==> config.mk <==
export PLATFORM = sky130hd
export DESIGN_NAME = tmm_ctrl
export DESIGN_NICKNAME = d
export VERILOG_FILES = /design/src/rtl/core/tmm_pkg.sv /design/src/rtl/core/tmm_ctrl.sv
export SDC_FILE = /design/constraint.sdc
export NUM_CORES = 1
export LEC_CHECK = 0
export ABC_CLOCK_PERIOD_IN_PS = 1900
export BUFFER_PORTS_ARGS = -buffer_cell sky130_fd_sc_hd__buf_2
export CAP_MARGIN = 20
export CELL_PAD_IN_SITES_DETAIL_PLACEMENT = 0
export CELL_PAD_IN_SITES_GLOBAL_PLACEMENT = 2
export CORE_UTILIZATION = 20
export DETAILED_ROUTE_END_ITERATION = 6
export GPL_TIMING_DRIVEN = 0
export PLACE_DENSITY_LB_ADDON = 0.08
export SLEW_MARGIN = 20
export SYNTH_ARGS = -nofsm -noshare
export SYNTH_HDL_FRONTEND = slang
export SYNTH_SLANG_ARGS = --single-unit
==> constraint.sdc <==
create_clock -name clk -period 1.9 [get_ports clk]
set_input_delay 0 -clock clk [delete_from_list [all_inputs] [get_ports clk]]
set_output_delay 0 -clock clk [all_outputs]
set_load 0.005 [all_outputs]
==> src/rtl/core/tmm_pkg.sv <==
// Shared constants, field widths and controller/datapath interface types for the melody matcher.
package tmm_pkg;

	// Store depths.
	localparam int PATTERN_DEPTH = 256;
	localparam int TEXT_DEPTH = 4096;

	// Address and count widths derived from the store depths.
	localparam int PAT_AW = (PATTERN_DEPTH > 1) ? $clog2(PATTERN_DEPTH) : 1;
	localparam int TEXT_AW = $clog2(TEXT_DEPTH);
	localparam int PCNT_W = $clog2(PATTERN_DEPTH + 1);
	localparam int TCNT_W = $clog2(TEXT_DEPTH + 1);
	localparam int CMP_W = (PCNT_W > TCNT_W) ? PCNT_W : TCNT_W;

	// Field widths of the words on the two channels.
	localparam int NOTE_W = 7;
	localparam int TIME_W = 32;
	localparam int IDX_W = 12;
	localparam int DIFF_W = NOTE_W + 1;
	localparam int IN_DATA_W = 40;
	localparam int IN_USER_W = 2;
	localparam int OUT_DATA_W = 16;
	localparam int OUT_PAD_W = OUT_DATA_W - IDX_W - 2;

	// Element kinds carried in tuser bit 0.
	localparam logic KIND_PATTERN = 1'b0;
	localparam logic KIND_TEXT = 1'b1;

	// Commands from the controller to the datapath.
	typedef struct packed {
		logic load;
		logic clr_start;
		logic rd_init;
		logic first_ev;
		logic step;
		logic next_start;
		logic done_ld;
	} tmm_cmd_t;

	// Status from the datapath to the controller.
	typedef struct packed {
		logic empty;
		logic hit;
		logic miss;
		logic last_start;
		logic out_free;
	} tmm_stat_t;

endpackage

==> src/rtl/core/tmm_ctrl.sv <==
// Controller state machine that sequences loading, the search walk and result hand-off.
module tmm_ctrl (
	input  logic               clk,
	input  logic               arst_n,
	input  logic               in_valid,
	input  logic               in_kind,
	input  logic               in_last,
	output logic               in_ready,
	input  tmm_pkg::tmm_stat_t stat,
	output tmm_pkg::tmm_cmd_t  cmd
);

	localparam logic [2:0] ST_IDLE  = 3'd0;
	localparam logic [2:0] ST_CHECK = 3'd1;
	localparam logic [2:0] ST_INIT  = 3'd2;
	localparam logic [2:0] ST_FIRST = 3'd3;
	localparam logic [2:0] ST_EVAL  = 3'd4;
	localparam logic [2:0] ST_DONE  = 3'd5;

	logic [2:0] state_q;
	logic [2:0] state_d;

	always_comb begin
		cmd = '0;
		in_ready = 1'b0;
		state_d = state_q;
		case (state_q)
			ST_IDLE: begin
				in_ready = 1'b1;
				cmd.load = in_valid;
				if (in_valid && (in_kind == tmm_pkg::KIND_TEXT) && in_last) begin
					state_d = ST_CHECK;
				end
			end
			ST_CHECK: begin
				cmd.clr_start = 1'b1;
				state_d = stat.empty ? ST_DONE : ST_INIT;
			end
			ST_INIT: begin
				cmd.rd_init = 1'b1;
				state_d = ST_FIRST;
			end
			ST_FIRST: begin
				cmd.first_ev = 1'b1;
				state_d = ST_EVAL;
			end
			ST_EVAL: begin
				cmd.step = 1'b1;
				if (stat.hit) begin
					state_d = ST_DONE;
				end else if (stat.miss) begin
					if (stat.last_start) begin
						state_d = ST_DONE;
					end else begin
						cmd.next_start = 1'b1;
						state_d = ST_INIT;
					end
				end
			end
			ST_DONE: begin
				if (stat.out_free) begin
					cmd.done_ld = 1'b1;
					state_d = ST_IDLE;
				end
			end
			default: begin
				state_d = ST_IDLE;
			end
		endcase
	end

	always_ff @(posedge clk or negedge arst_n) begin
		if (!arst_n) begin
			state_q <= ST_IDLE;
		end else begin
			state_q <= state_d;
		end
	end

endmodule

Yosys cells after proc, flatten, opt, wreduce, memory -nomap -nowiden
Index checks and enable logic that the tools add are counted.
{"block": "totals", "input_bits": 10, "output_inout_bits": 8, "ff_bits": 3, "wordCells": 31}
{"block": "classes", "n_reduce_logical": 4, "eq_ne": 8, "mux": 18}
{"op": "$mux 3", "count": 6}
{"op": "$pmux 3 s6", "count": 1}
{"op": "$mux 1", "count": 10}
{"op": "$eq 3x2->1 const B", "count": 2}
{"op": "$eq 3x3->1 const B", "count": 2}
{"op": "$ne 2x2->1 const B", "count": 2}
{"op": "$eq 3x1->1 const B", "count": 1}
{"op": "$logic_not 3->1", "count": 1}
{"op": "$ne 3x3->1 const B", "count": 1}
{"op": "$reduce_and 3->1", "count": 1}
{"op": "$logic_and 1x1->1", "count": 2}
{"op": "$mux 2", "count": 1}

Logic depth before layout (Yosys ltp)
Gate-level depths: netlist (run 1).
{"block": "depth", "word_depth": 4, "mapped_depth": 4, "depth_no_buf": 3}

Worst setup path after synthesis (run 1)
No wires, ideal clock.
{"block": "synth_timing", "path_type": "reg2reg", "start": "reg state_q[1]", "end": "reg state_q[0]", "setup_ps": 128, "period_less_slack_ps": 1150, "path_stages_with_launch": 5, "t_arrival_ps": 1022, "setup_slack_ps": 750, "path_cell_list": "dfrtp_1 > buf_6 > nor3_1 > and2_1 > o32ai_1"}
{"block": "synth_via", "elab_chain_cells": 3, "word_cells_on_any_way": 11, "cone_classes": "8 x eq/ne; 1 x mux; 2 x reduce/logical"}
{"item": "start, declared", "line": "tmm_ctrl.sv:20", "text": "logic [2:0] state_q;"}
{"item": "start signal, assigned", "line": "tmm_ctrl.sv:76", "text": "state_q <= state_d;"}
{"item": "$eq 3x3->1 or $logic_not 3->1 (tied branches)", "line": "tmm_ctrl.sv:27", "text": "case (state_q)"}
{"item": "$ne 3x3->1 (no line) or $ne 2x2->1 (tied branches)"}
{"item": "$reduce_and 3->1 (no line)"}
Parallel ways exist; a longest one is shown, timed or not.
A chain may end at the register's enable or synchronous reset.

==> out/summary.txt, run 1 <==
Synth Area per Inst = 7.22 µm²
Net Sw Frac = 0.412
Mapped Nets = 49
hpwl dp = 596 µm
Final Cell Area = 432 µm²
part of the power in the clock network = 0.197
gpl congestion = 0.698
DIE HEIGHT = 39.5 µm
sequential area share after synthesis = 0.267
clock-pin slew on the worst setup and hold paths = 0.04 ns
DRC Markers = 0
layout cell share with drive strength beyond 1 = 0.403
most frequent cells in the layout = 19 x buf_2, 8 x nor2_1
CTS Buf Count = 3
leakage = 0.223 nW
Placed Area = 385 µm²
Max Clock Freq = 778 MHz
vias in the first global route = 324
most common cell after layout, fill and taps aside = buf_2
final cycle utilization of the critical path = 0.676
antenna cells = 0
CTS tree = done
number of synthesized register bits = 3
grt ovf = 0
WS Path Type = flop to primary output
Hold WC Path Type = primary input to asynchronous set/reset pin
setup_tns = 0 ns
NumNets Final = 73
H-tree Lvls = 1
WL/cell = 10.1 µm
worst vdd ir = 0.505 mV
Worst slew margin = 0.818
largest register by flop count = state_q
Logic pwr share = 0.609
detailed router's first-iteration violation count = 1
CP peak stage delay = 0.36 ns
Syn Std Cell Area = 282 µm²
I/O pins = 18
die area = 1560 µm²
vias = 351
CP Capture Type = primary output
CTS Sinks = 3
placed cell count = 71
run status = finished clean
Rows = 13
Max Clock Skew = 0.00602 ns
Synth Warn # = 0
DR vias/cell = 4.56
Pint = 0.337 mW
clock root buffer = clkbuf_4
top flop regs = state_q x3
Clock Latency Late Sink = 0.23 ns
clk buf depth = 2
max FFs per register = 3
slowest CP cell = dfrtp_1
Syn Inst Count = 39
drt pass-1 iters = 2
Slew @ Worst Pin = 0.268 ns
post-layout min period = 1.29 ns
core area = 1300 µm²
Layout Cells excl Fill = 77
CP required = 1.90 ns
Die X = 39.5 µm
Slew Viols, Final = 0
sequential share of power = 0.194
endpoints failing setup = 0
Final Hold Viols = 0
critical path arrival = 1.29 ns
Initial Util = 0.216
cell repeated most along the worst path = buf_2
area delta synth->final = 53.3%
startpoint types = flop
Port Buf Inserts = 17
antenna viol nets, final = 0
first-pass GRT wire length = 1.28 mm
crit-path max FO = 10
Power Density = 1330 nW/µm²
Psw = 0.237 mW
cts repair resizes = 0
pin count of the biggest net entering global routing = 11
synth unique cells = 22
RSZ-0062 raised after global routing = false
Total GRT Usage = 0.128
max_cap viols = 0
final wirelength = 779 µm
crit path cell chain = buf_2 -> and2b_2 -> and3_1 -> buf_2
initial antenna violation count = 0
[Yosys cell counts]
master    n  area, µm²
nor3b_1   1       7.51
or2_2     1       6.26
inv_1     2       7.51
nor4b_1   1       8.76
and3_1    1       6.26
or3b_1    1       8.76
nor2_1    8       30.0
o211ai_1  1       7.51
and2_1    2       12.5
nand2b_1  1       6.26
buf_2     2       10.0
and2b_2   1       8.76
o31ai_1   1       7.51
o21ai_0   2       10.0
o32ai_1   1       8.76
a221oi_1  1       8.76
nor3_1    3       15.0
nand2_1   3       11.3
buf_6     1       11.3
nand3_1   1       5.00
o31a_1    1       8.76
dfrtp_1   3       75.1
[final cells by class]
| class | instances | area [µm²] |
|---|---|---|
| Sequential cell | 3 | 75.1 |
| Timing Repair Buffer | 19 | 105 |
| Buffer | 3 | 21.3 |
| Inverter | 2 | 7.51 |
| Clock buffer | 4 | 26.3 |
| Tap cell | 15 | 18.8 |
| Fill cell | 161 | 870 |
| Multi-Input combinational cell | 31 | 178 |
[worst max-delay path, delay by kind of cell (launching register included)]
family	cells	cell delay, ns
buffers and inverters	2	0.30
and+or+nand+nor	2	0.40
DFF	1	0.36
[power by group through the flow]
stage	logic, mW	registers, mW	clock network, mW
after floorplan	0.246	0.107	0
after global placement	0.348	0.112	0
final	0.350	0.111	0.113
after global routing	0.403	0.116	0.125
after detailed placement	0.348	0.113	0
after CTS	0.353	0.112	0.117
[timing repair]
action / in CTS / in global routing
hold buffers: 2 / 0
hold endpoints to repair: 4 / 0
buffers inserted: 0 / 0
[per-layer routing]
metal,share of wire,GRT usage,vias to the layer above,routed length (µm)
met2,0.46,0.197,16,356
met3,0.076,0.0511,0,59
met4,0,0.0776,0,0
li1,-,-,181,-
met5,0,0,-,0
met1,0.47,0.145,154,363
[path summary, 6_finish.rpt]
check,start,end,slack [ns],cells past startpoint
setup / recovery,state_q[2],cmd[0],0.61,4
hold / removal,arst_n,state_q[1],0.08,2
setup reg to reg,state_q[0],state_q[0],0.67,4
hold reg to reg,state_q[0],state_q[1],0.64,2
max in group asynchronous,arst_n,state_q[0],1.70,2
min in group clk,stat[4],state_q[2],0.09,3
[cells by family after synthesis]
| logic type | count (synthesis) | share of synthesized area |
|---|---|---|
| simple gates | 24 | 0.449 |
| compound gates | 7 | 0.182 |
| buf+inv | 5 | 0.102 |
| flops | 3 | 0.267 |
[through the flow]
stage | utilization | hold slack (ns) | power [mW] | worst slack [ns]
floorplan | - | -0.296 | 0.354 | 0.750
global placement | 0.296 | -0.206 | 0.460 | 0.676
detailed placement | 0.296 | -0.202 | 0.460 | 0.682
CTS | 0.332 | 0.0842 | 0.583 | 0.605
global route | 0.332 | 0.0992 | 0.644 | 0.505
finish | 0.332 | 0.0847 | 0.574 | 0.615
Power figures use the tool's default switching activity.
==> inputs of run 2 (changes only) <==
--- a/config.mk
+++ b/config.mk
@@ -5,12 +5,12 @@
 export SDC_FILE = /design/constraint.sdc
 export NUM_CORES = 1
 export LEC_CHECK = 0
-export ABC_CLOCK_PERIOD_IN_PS = 1900
+export ABC_CLOCK_PERIOD_IN_PS = 1300
 export BUFFER_PORTS_ARGS = -buffer_cell sky130_fd_sc_hd__buf_2
 export CAP_MARGIN = 20
 export CELL_PAD_IN_SITES_DETAIL_PLACEMENT = 0
 export CELL_PAD_IN_SITES_GLOBAL_PLACEMENT = 2
-export CORE_UTILIZATION = 20
+export CORE_UTILIZATION = 18
 export DETAILED_ROUTE_END_ITERATION = 6
 export GPL_TIMING_DRIVEN = 0
 export PLACE_DENSITY_LB_ADDON = 0.08
==> constraint.sdc (replaced) <==
create_clock -name clk -period 1.3 [get_ports clk]
set_input_delay 0 -clock clk [delete_from_list [all_inputs] [get_ports clk]]
set_output_delay 0 -clock clk [all_outputs]
set_load 0.005 [all_outputs]
==> run 2 against run 1 <==
Net effect: global-route usage down 3.1 points; sequential share of layout area down 1.3 points; critical path depth unchanged; clock power up 45%; hold slack worse by 0.00062 ns; power up 65%; via count up 1.7%; die area up 11%; clock skew down 0.0015 ns; critical endpoint unchanged; highest routed layer is now met4.
==> out/summary.txt, run 2 (synthesized netlist as in run 1, its figures left out) <==
CTS Sinks = 3
final wirelength = 813 µm
max FFs per register = 3
fillers = 154
Die X = 41.5 µm
CTS tree = done
NumNets Final = 74
first-pass GRT wire length = 1.25 mm
pin count of the biggest net entering global routing = 11
WL/cell = 10.4 µm
Max Clock Freq = 788 MHz
Final Power = 0.945 mW
WS Path Type = flop to primary output
post-layout min period = 1.27 ns
Max Clock Skew = 0.00449 ns
layout cell share with drive strength beyond 1 = 0.460
Psw = 0.382 mW
worst r2r path cells = 4
antenna viol nets, final = 0
placed cell count = 71
part of the power in the clock network = 0.174
hpwl dp = 618 µm
detailed router's first-iteration violation count = 4
Worst slew margin = 0.812
top flop regs = state_q x3
crit-path max FO = 10
clock-pin slew on the worst setup and hold paths = 0.04 ns
WL met2 = 375 µm
critical path arrival = 1.27 ns
worst vdd ir = 0.555 mV
DR vias/cell = 4.58
R2R Path Start = state_q[0]
Net Sw Frac = 0.405
Hold WC Path Type = primary input to asynchronous set/reset pin
Layout Cells excl Fill = 78
Slew Viols, Final = 0
Fin Hold WS = 0.0841 ns
area delta synth->final = 65.3%
largest register by flop count = state_q
setup_tns = 0 ns
Rows = 13
CTS Buf Count = 3
leakage = 0.234 nW
CP peak stage delay = 0.39 ns
initial antenna violation count = 0
vias in the first global route = 308
Final Hold Viols = 0
worst r2r dst = state_q[1]
H-tree Lvls = 1
Logic pwr share = 0.638
Total GRT Usage = 0.0969
slowest CP cell = dfrtp_1
clk buf depth = 2
Placed Area = 385 µm²
Initial Util = 0.204
Final Cell Area = 465 µm²
startpoint types = flop
WL met1 = 373 µm
pre-CTS WS = 0.0395 ns
gpl congestion = 0.684
Clock Latency Late Sink = 0.24 ns
die area = 1730 µm²
crit path cell chain = buf_6 -> and2b_2 -> and3_1 -> buf_2
endpoints failing setup = 0
most frequent cells in the layout = 17 x buf_2, 7 x nor2_1
Slew @ Worst Pin = 0.277 ns
drt pass-1 iters = 3
Port Buf Inserts = 17
RSZ-0062 raised after global routing = true
Met3 Routed Length = 49 µm
core area = 1380 µm²
top sig layer = met4
DIE HEIGHT = 41.5 µm
sequential share of power = 0.187
max_cap viols = 0
CP required = 1.30 ns
clock root buffer = clkbuf_4
grt ovf = 0
final cycle utilization of the critical path = 0.976
most common cell after layout, fill and taps aside = buf_2
fin util = 0.337
antenna cells = 0
Power Density = 2030 nW/µm²
vias = 357
CP Capture Type = primary output
Pint = 0.562 mW
I/O pins = 18
DRC Markers = 0
run status = finished clean
r2r setup slk = 0.09 ns
final worst setup slack = 0.0313 ns
## run 2: changes by cell type in the layout (fill, tap and decap cells not counted)
cell      previous run  this run
a221oi_2             0         1
buf_2               19        17
nor3_1               3         2
a221oi_1             1         0
buf_4                0         1
nor3_2               0         1
buf_6                1         3
nor2_2               0         1
nor2_1               8         7
## run 2: per-layer routing
layer  track usage  up-vias
met3        0.0174        2
li1              -      183
met1         0.116      157
met5             0        -
met2         0.150       15
met4        0.0774        0
## run 2: layout make-up
cell class / instances / area (µm²) / area share
Multi-Input combinational cell: 31 / 191 / 0.411
Timing Repair Buffer: 20 / 113 / 0.242
Sequential cell: 3 / 75.1 / 0.161
Buffer: 3 / 33.8 / 0.0726
Clock buffer: 4 / 26.3 / 0.0565
Tap cell: 15 / 18.8 / 0.0403
Inverter: 2 / 7.51 / 0.0161
## run 2: power by group through the flow
| stage | sequential [mW] | clock [mW] | combinational, mW |
|---|---|---|---|
| 2_1_floorplan | 0.157 | 0 | 0.360 |
| 4_1_cts | 0.163 | 0.170 | 0.523 |
| 3_5_place_dp | 0.164 | 0 | 0.516 |
| 3_3_place_gp | 0.162 | 0 | 0.511 |
| 5_1_grt | 0.183 | 0.178 | 0.674 |
| 6_report | 0.177 | 0.164 | 0.603 |
## run 2: how the worst max path moves through the flow
stage / start / to / slack [ns] / depth (start not counted)
after CTS: state_q[2] / cmd[0] / 0.008 / 4
after detailed placement: state_q[0] / state_q[0] / 0.04 / 4
final: state_q[2] / cmd[0] / 0.03 / 4
after global routing: state_q[2] / cmd[0] / -0.01 / 4
after floorplan: state_q[1] / state_q[0] / 0.15 / 4
after global placement: state_q[0] / state_q[0] / 0.09 / 4
## run 2: critical path: cells and delay by family (launching register included)
kind | cells | cell delay [ns]
buf+inv | 2 | 0.27
flops | 1 | 0.39
simple gates | 2 | 0.38
## run 2: what timing repair did
| item | in CTS | in global routing |
|---|---|---|
| endpoints found under the hold margin | 4 | 0 |
| resized for setup | 0 | 9 |
| setup endpoints to repair | 0 | 4 |
| buffers inserted | 0 | 1 |
| hold buffers | 2 | 0 |
